File: src/rtl/core/text_line_buffer_editor_top_defines.svh
// Assertion macros for the text line buffer editor.
// Used by text_line_buffer_editor_top.sv; expects clk and rst_n in scope.
`ifndef TEXT_LINE_BUFFER_EDITOR_TOP_DEFINES_SVH
`define TEXT_LINE_BUFFER_EDITOR_TOP_DEFINES_SVH

// Same-cycle implication, disabled while reset is asserted
`define TLBE_ASSERT_HOLDS(label, ante, cons, msg) \
    label: assert property (@(posedge clk) disable iff (!rst_n) (ante) |-> (cons)) \
        else $error(msg);

// Next-cycle implication, disabled while reset is asserted
`define TLBE_ASSERT_NEXT(label, ante, cons, msg) \
    label: assert property (@(posedge clk) disable iff (!rst_n) (ante) |=> (cons)) \
        else $error(msg);

`endif

File: src/rtl/core/tlbe_pkg.sv
// Shared types and constants for the text line buffer editor.
// No dependencies; imported by tlbe_alu and the top level.
package tlbe_pkg;

    // Field widths of the request and result items
    localparam int CMD_W      = 3;
    localparam int CODE_W     = 8;
    localparam int RROW_W     = 5;
    localparam int RCOL_W     = 7;
    localparam int OCOL_W     = 7;
    localparam int OROW_W     = 5;
    localparam int OLEN_W     = 7;
    localparam int S_TDATA_W  = 24;
    localparam int M_TDATA_W  = 32;

    // Editor commands
    typedef enum logic [CMD_W-1:0] {
        CMD_INSERT    = 3'd0,
        CMD_BACKSPACE = 3'd1,
        CMD_NEWLINE   = 3'd2,
        CMD_LEFT      = 3'd3,
        CMD_RIGHT     = 3'd4,
        CMD_UP        = 3'd5,
        CMD_DOWN      = 3'd6,
        CMD_READ      = 3'd7
    } cmd_e_t;

    // Operations of the shared step unit
    typedef enum logic [1:0] {
        ALU_INC_A = 2'd0,
        ALU_DEC_A = 2'd1,
        ALU_DEC_B = 2'd2
    } alu_op_t;

endpackage

File: src/rtl/core/tlbe_alu.sv
// Shared step unit: one increment/decrement adder and one magnitude compare.
// Depends on tlbe_pkg for the operation codes.
module tlbe_alu #(
    parameter int W = 8
) (
    input  tlbe_pkg::alu_op_t op,
    input  logic [W-1:0]      a,
    input  logic [W-1:0]      b,
    output logic [W-1:0]      res,
    output logic              lt
);
    import tlbe_pkg::*;

    // Step one operand up or down by one
    always_comb
    begin
        unique case (op)
            ALU_INC_A: res = a + W'(1);
            ALU_DEC_A: res = a - W'(1);
            ALU_DEC_B: res = b - W'(1);
            default:   res = a;
        endcase
    end

    // Compare the two operands
    assign lt = (a < b);

endmodule

File: config.mk
export PLATFORM = sky130hd
export DESIGN_NAME = tlbe_alu
export DESIGN_NICKNAME = d
export VERILOG_FILES = /design/src/rtl/core/text_line_buffer_editor_top_defines.svh /design/src/rtl/core/tlbe_pkg.sv /design/src/rtl/core/tlbe_alu.sv
export SDC_FILE = /design/constraint.sdc
export NUM_CORES = 1
export LEC_CHECK = 0
export ABC_AREA = 1
export BUFFER_PORTS_ARGS = -buffer_cell sky130_fd_sc_hd__buf_4
export CAP_MARGIN = 20
export CORE_MARGIN = 8
export CORE_UTILIZATION = 25
export DETAILED_ROUTE_END_ITERATION = 16
export SKIP_LAST_GASP = 1
export SLEW_MARGIN = 0
export SYNTH_ARGS = -nofsm -noshare
export SYNTH_HDL_FRONTEND = slang
export SYNTH_SLANG_ARGS = --single-unit
File: constraint.sdc
create_clock -name vclk -period 2.7
set_clock_uncertainty 0.1 [all_clocks]
set_input_delay 0.54 -clock vclk [all_inputs]
set_output_delay 0.54 -clock vclk [all_outputs]
set_load 0.005 [all_outputs]
==> out/qor.yml <==
place:
  place_area_um2: 1110
  io_buffers: 27
  place_congestion: 0.853
  dpl.hpwl_mm: 2.11
timing:
  period_share_pct: 93.5
  fmax_ghz: 0.396
  rsz0062_at_grt: "false"
  period_needed_ps: 2520
  setup_violations: 0
  report.final.slew_viol_count: 0
  final-hold-violation-count: 0
  slew_headroom_pct: 76.8
  setup-tns-final_ps: 0
  worst_pin_slew_ps: 349
job:
  cap_violations: 0
critical_path:
  crit_path_end_kind: "primary output"
  crit_arrival_ps: 1880
  cp_common_cell: "nand2_1"
  crit_slowest_cell: "ha_4"
  critical_path_class: "input pin to primary output"
  critPathMaxFanout: 7
  worstPathCellList: "buf_4, inv_2, ha_4, buf_4, nand2_1, nand2_2, nand2_1, nor2_2, nand2_1, nand2_1, nand3_2, a21oi_2, buf_4"
  worstPathRequired_ps: 2060
  critPathMaxStageDelay_ps: 170
  start_kind: "input pin"
power:
  peakVddDrop_mv: 0.0630
  leakage_nw: 0.616
  powerDensity_nw_per_um2: 174
global_route:
  grt_pass1_wl_mm: 4.17
  grtUsageTotal_pct: 9.19
  grt_overflow_total: 0
  grt_pass1_vias: 990
  grt_antenna_before_repair: 0
  grt_max_degree: 9
detailed_routing:
  vias_per_cell: 4.48
  post_drt_wl_per_cell_um: 10.7
  num_vias: 1007
  drc_errors: 0
  first_pass_iters: 4
  first_iter_violations: 56
  drt-total-wl_mm: 2.41
  ant_nets: 0
synthesis:
  synth_seq_area_share_pct: 0
  synth_cells: 149
  yosys.area.top_type: "ha_1"
  yosysWarnings: 0
  ys_types: 24
  synth_area_per_cell_um2: 5.55
  syn_nets: 179
  yosys.area.top_type_share_pct: 18.2
  synth_area_um2: 827
  synthTopCellsByArea: "ha_1 18%, nand2_1 17%, inv_1 13%, a21oi_1 7.3%, nand3_1 5.4%"
die:
  fp.dieW_um: 73.5
  core.rowCount: 21
  initial_core_util_pct: 25.4
  dieArea_um2: 5400
  die_y_um: 73.5
  io_pins: 27
  core_area_um2: 3260
layout:
  diodes: 0
  register_area_um2: 0
  fin_nets: 211
  synthToLayoutAreaGrowth_pct: 36.3
  seq_cells: 0
  post-route-cell-area_um2: 1130
  drive_gt1_share_pct: 30.7
  n_clock_buffer: 0
min_path:
  whs_path_depth: 4
  hp-class: "input pin to primary output"
status:
  status: "complete, no violations"
clock_tree:
  hold_buffers: 0
## final timing paths
| path | from | to | slack (ps) |
|---|---|---|---|
| setup / recovery | op[0] | res[7] | 180 |
| hold / removal | a[7] | res[7] | 1340 |
## layer usage
metal  GRT usage (%)  up-vias  share of wire, %
li1                -      538                 -
met3            1.36        2               6.5
met5               0        -                 0
met1            11.6      441                46
met4           0.443        0              0.29
met2            16.4       26                47
## repair_timing
action,in CTS,in global routing
setup endpoints to repair,1,5
setup buffers,0,0
gates cloned,0,0
resized for setup,1,3
## cell usage after synthesis
cell type and n:
o21ai_0 8, nor2_1 10, nand3_2 3, clkbuf_1 1
a21oi_2 3, a21oi_1 12, ha_1 12, o21ai_2 1
nand2_4 2, nor3_1 1, nor2_2 2, inv_2 1
nand3b_1 1, o22ai_1 2, nor2_4 1, nand2_2 6
buf_6 1, inv_1 28, a22oi_1 4, xor2_1 1
buf_4 1, nand2_1 38, nand3_1 9, o31ai_1 1
## cells by family (layout without fill, tap and decap cells)
family | Yosys count | after routing | synth area share, %
and+or+nand+nor | 73 | 73 | 42.5
buffers and inverters | 32 | 62 | 15.9
AOI/OAI and AO/OA | 31 | 31 | 22.4
adders and majority gates | 12 | 12 | 18.2
xor gates and xnor gates | 1 | 1 | 1.06
## cells in the final DEF (no fill, tap or decap), drive strengths merged, types with 2 or more instances in the layout
master,n
nand3,12
inv,29
nand2,46
buf,33
nor2,13
a22oi,4
ha,12
a21oi,15
o21ai,9
o22ai,2
## report_power, final
group          leakage (nW)  total (mW)  internal, mW  switching (mW)
clock                     0           0             0               0
combinational         0.616       0.196        0.0923           0.103
sequential                0           0             0               0
total                 0.616       0.196        0.0923           0.103
## worst max-delay path: cells and delay by family
kind / cells / cell delay (ps)
AND/OR/NAND/NOR: 7 / 580
buffers and inverters: 4 / 470
adder cells (fa/ha/maj): 1 / 170
AO/OA/AOI/OAI: 1 / 120
## layout make-up
class / count / area [um^2]
repair buffers: 33 / 248
fillers: 406 / 2130
well taps: 46 / 57.6
multi-input cells: 117 / 713
inverters: 29 / 109
## through the flow
| step | instances | util (%) | worst slack, ps | power (mW) | hold WS [ps] |
|---|---|---|---|---|---|
| 6_report | 225 | 34.6 | 175 | 0.196 | 1340 |
| 5_1_grt | 225 | 34.6 | 28.7 | 0.222 | 1370 |
| 4_1_cts | 225 | 34.1 | 51.9 | 0.195 | 1350 |
| 3_5_place_dp | 225 | 34.1 | 0.765 | 0.194 | 1350 |
| 3_3_place_gp | 225 | 34.1 | 46.0 | 0.194 | 1350 |
| 2_1_floorplan | 149 | - | 260 | 0.112 | 1110 |
Note: power is estimated with default switching activity, not from simulation.
