===== src/rtl/core/text_line_buffer_editor_top_defines.svh =====
// Assertion macros for the text line buffer editor.
// Used by text_line_buffer_editor_top.sv; expects clk and rst_n in scope.
`ifndef TEXT_LINE_BUFFER_EDITOR_TOP_DEFINES_SVH
`define TEXT_LINE_BUFFER_EDITOR_TOP_DEFINES_SVH

// Same-cycle implication, disabled while reset is asserted
`define TLBE_ASSERT_HOLDS(label, ante, cons, msg) \
    label: assert property (@(posedge clk) disable iff (!rst_n) (ante) |-> (cons)) \
        else $error(msg);

// Next-cycle implication, disabled while reset is asserted
`define TLBE_ASSERT_NEXT(label, ante, cons, msg) \
    label: assert property (@(posedge clk) disable iff (!rst_n) (ante) |=> (cons)) \
        else $error(msg);

`endif


===== src/rtl/core/tlbe_len_ram.sv =====
// Row length store with per-row valid bits so that every row reads zero after reset.
// No package dependency; one write port, one registered read port.
module tlbe_len_ram #(
    parameter int ROW_W = 5,
    parameter int LEN_W = 7
) (
    input  logic             clk,
    input  logic             rst_n,
    input  logic             wr_en,
    input  logic [ROW_W-1:0] wr_addr,
    input  logic [LEN_W-1:0] wr_data,
    input  logic [ROW_W-1:0] rd_addr,
    output logic [LEN_W-1:0] rd_data
);
    localparam int DEPTH = 1 << ROW_W;

    logic [LEN_W-1:0] mem [DEPTH];
    logic [DEPTH-1:0] valid_reg;

    // Mark rows written since reset
    always_ff @(posedge clk or negedge rst_n)
    begin
        if (!rst_n)
        begin
            valid_reg <= '0;
        end
        else if (wr_en)
        begin
            valid_reg[wr_addr] <= 1'b1;
        end
    end

    // Write and read the lengths; an unwritten row reads as zero
    always_ff @(posedge clk)
    begin
        if (wr_en)
        begin
            mem[wr_addr] <= wr_data;
        end
        rd_data <= valid_reg[rd_addr] ? mem[rd_addr] : '0;
    end

endmodule


===== config.mk =====
export PLATFORM = sky130hd
export DESIGN_NAME = tlbe_len_ram
export DESIGN_NICKNAME = d
export VERILOG_FILES = /design/src/rtl/core/text_line_buffer_editor_top_defines.svh /design/src/rtl/core/tlbe_len_ram.sv
export SDC_FILE = /design/constraint.sdc
export NUM_CORES = 1
export LEC_CHECK = 0
export ABC_AREA = 1
export BUFFER_PORTS_ARGS = -buffer_cell sky130_fd_sc_hd__buf_4
export CORE_MARGIN = 4
export CORE_UTILIZATION = 50
export DETAILED_ROUTE_END_ITERATION = 7
export PLACE_DENSITY = 0.76
export SLEW_MARGIN = 20
export SYNTH_ARGS = -nofsm -noshare
export SYNTH_HDL_FRONTEND = slang
export SYNTH_SLANG_ARGS = --single-unit

===== constraint.sdc =====
create_clock -name clk -period 1.5 [get_ports clk]
set_input_delay 0.075 -clock clk [delete_from_list [all_inputs] [get_ports clk]]
set_output_delay 0.075 -clock clk [all_outputs]
set_load 0.005 [all_outputs]

==> impl_metrics.tcl <==
set metrics [dict create \
    hpwl_mm 15.3 \
    die-width_um 156 \
    proportion_of_power_drawn_by_combinational_gates_pct 8.0 \
    switching_share_pct 22.1 \
    critical_path.slowest_cell "sky130_fd_sc_hd__dfrtp_1" \
    max_cap_viols 0 \
    synth_cell_types 16 \
    critical_path.max_fanout 7 \
    cts_resized 0 \
    outcome "finished, final reports clean" \
    worst_setup_path_start_kind "flip-flop" \
    worstMarginPinSlew_ns 0.465 \
    number_of_detailed_routing_iterations_run_before_antenna_repair 5 \
    synth.ff_latch_count 263 \
    p_leak_nw 5.25 \
    layout_common_cells "sky130_fd_sc_hd__nand2_1 (369), sky130_fd_sc_hd__edfxtp_1 (224), sky130_fd_sc_hd__nand3_1 (171), sky130_fd_sc_hd__inv_1 (78), sky130_fd_sc_hd__buf_4 (70)" \
    cp.buffers_inverters 0 \
    port_buffers 26 \
    start_util_pct 50.6 \
    clock_tree.htree_level_count 1 \
    final_common_cell "sky130_fd_sc_hd__nand2_1" \
    final_min_period_over_clock_period_pct 84.7 \
    antenna_found_initial 0 \
    power-per-cell-area_mw_per_mm2 1270 \
    synth.avg_cell_area_um2 10.5 \
    synth_seq_area_share_pct 69.7 \
    detail_route.drc_violations 0 \
    core.rowCount 54 \
    first_iter_violations 825 \
    final_core_utilization_pct 58.3 \
    seq_power_share_pct 51.7 \
    irDropWorstVdd_v 0.000675 \
    critical_path.top_delay_family "simple AND/OR/NAND/NOR gates" \
    detail_route.wl_per_cell_um 18.3 \
    synthToLayoutAreaGrowth_pct 15.2 \
    yosysWarnings 0 \
    placeableCoreArea_mm2 0.0218 \
    net-switching-power_mw 3.57 \
    grt_overflow 0 \
    max_freq_ghz 0.787 \
    p_clk_share_pct 40.3 \
    n_antenna_cell 0 \
    finish.net_count 1126 \
    clk_path_buf_depth 3 \
    path_class "flip-flop to flip-flop" \
    numCtsBuffers 25 \
    slew-limit-headroom_pct 69.0 \
    timing.hold.worst.class "input port to flip-flop" \
    detailroute.via_count 7580 \
    maximum_number_of_pins_on_one_net_before_global_route_repair 56 \
    avgViaCountPerCell 5.40 \
    grtUsageTotal_pct 21.4 \
    worst_ep_arrival_time_ns 1.69 \
    cp-end-kind "flip-flop" \
    cp_data_required_time_ns 1.91 \
    design.portCount 27 \
    postCtsSetupBuffers 0 \
    tritoncts_clock_tree "done" \
    final-hold-violation-count 0 \
    max_slew_vio_count 0 \
    clock_slew_at_reported_path_ffs_ns 0.06 \
    timing.setup.tns_ns 0 \
    layout_min_cycle_time_ns 1.27 \
    floorplan.die.height_um 156 \
    detail-route-antenna-nets 0 \
    internal_pwr_total_mw 12.6 \
    die_area_mm2 0.0245 \
    syn_nets 1070 \
    drt-total-wl_mm 25.7 \
    critical-path-max-stage-delay_ns 0.38 \
    clk_root_buffer_cell "sky130_fd_sc_hd__clkbuf_16" \
    drive_above_1_share_pct 13.5 \
    number_of_global_route_vias_before_repair 7417 \
    gpl_wtd_cong 0.873 \
    worstPathCellList "nand2_1 > nand3_1 > nand3_1 > nand2_1 > nand2_1 > nand3_1 > nand2_2 > nor2_1" \
    largest_reg_flops 224 \
    grt_first_pass_wirelength_mm 40.7 \
    rsz_0062_raised_after_global_routing "false" \
    clk_latency_ns 0.53 \
    post_synth_inst_count 1050 \
    syn-cell-area_mm2 0.0110 \
    clock_sink_count 263 \
    finalClockSkew_ns 0.0173 \
    finalSetupViolations 0 \
]
==> through the flow <==
stage	hold slack [ns]	cells	cell area, µm²	total power [mW]	setup slack, ns
floorplan	-0.221	1050	11000	9.23	0.402
global placement	0.0570	1356	11800	9.74	0.0220
detailed placement	0.0574	1356	11800	9.78	0.00110
CTS	0.00225	1405	12700	16.2	0.239
global route	0.0158	1405	12700	16.7	0.0970
finish	0.0166	1405	12700	16.2	0.229
==> cells in the mapped netlist <==
cell	count	area (µm²)
sky130_fd_sc_hd__nand2_2	1	6.26
sky130_fd_sc_hd__buf_4	3	22.5
sky130_fd_sc_hd__dfxtp_1	7	140
sky130_fd_sc_hd__buf_6	3	33.8
sky130_fd_sc_hd__edfxtp_1	224	6730
sky130_fd_sc_hd__buf_1	5	18.8
sky130_fd_sc_hd__dfrtp_1	32	801
sky130_fd_sc_hd__clkbuf_1	12	45.0
sky130_fd_sc_hd__nand2_1	369	1390
sky130_fd_sc_hd__buf_2	30	150
sky130_fd_sc_hd__or2_2	32	200
sky130_fd_sc_hd__nor2_1	67	251
sky130_fd_sc_hd__inv_1	78	293
sky130_fd_sc_hd__inv_2	2	7.51
sky130_fd_sc_hd__o21ai_0	14	70.1
sky130_fd_sc_hd__nand3_1	171	856
==> cell families after synthesis <==
| group | share of synthesized area [%] |
|---|---|
| buffers and inverters | 5.18 |
| and+or+nand+nor | 24.5 |
| AOI/OAI and AO/OA | 0.637 |
| DFF | 69.7 |
==> repair_timing <==
item	4_1_cts	5_1_grt
endpoints found under the setup margin	0	0
hold buffers	3	0
endpoints found under the hold margin	70	0
==> metal layers <==
metal	track usage [%]	vias to the layer above	share of wire [%]
li1	-	3571	-
met1	28.5	3627	40
met2	35.8	333	50
met3	3.54	49	8.0
met4	7.40	0	2.5
met5	0	-	0
==> worst paths after layout <==
| path | startpoint | end | slack (ns) | cells after the start |
|---|---|---|---|---|
| setup / recovery | valid_reg[1]$_DFFE_PN0P_ | rd_data[2]$_SDFF_PN0_ | 0.23 | 8 |
| hold reg to reg | valid_reg[9]$_DFFE_PN0P_ | valid_reg[9]$_DFFE_PN0P_ | 0.47 | 1 |
| setup reg to reg | valid_reg[1]$_DFFE_PN0P_ | rd_data[2]$_SDFF_PN0_ | 0.23 | 8 |
| hold / removal | wr_data[5] | mem[0][5]$_DFFE_PP_ | 0.02 | 1 |
| min in group asynchronous | rst_n | valid_reg[0]$_DFFE_PN0P_ | 0.03 | 2 |
| max in group asynchronous | rst_n | valid_reg[21]$_DFFE_PN0P_ | 1.11 | 2 |
==> layout make-up <==
cell class | instances | area (µm²)
clock buffers | 32 | 672
clock inverters | 14 | 179
fillers | 1720 | 9080
inverters | 80 | 302
multi-input cells | 654 | 2770
flip-flops and latches | 263 | 7670
well taps | 280 | 350
repair buffers | 82 | 736
==> power groups by stage <==
stage	combinational (mW)	sequential, mW	clock (mW)
after floorplan	0.772	8.46	0
after global placement	1.25	8.49	0
after detailed placement	1.28	8.50	0
after CTS	1.29	8.35	6.55
after global routing	1.43	8.38	6.92
final	1.29	8.36	6.50
Power figures use the tool's default switching activity.
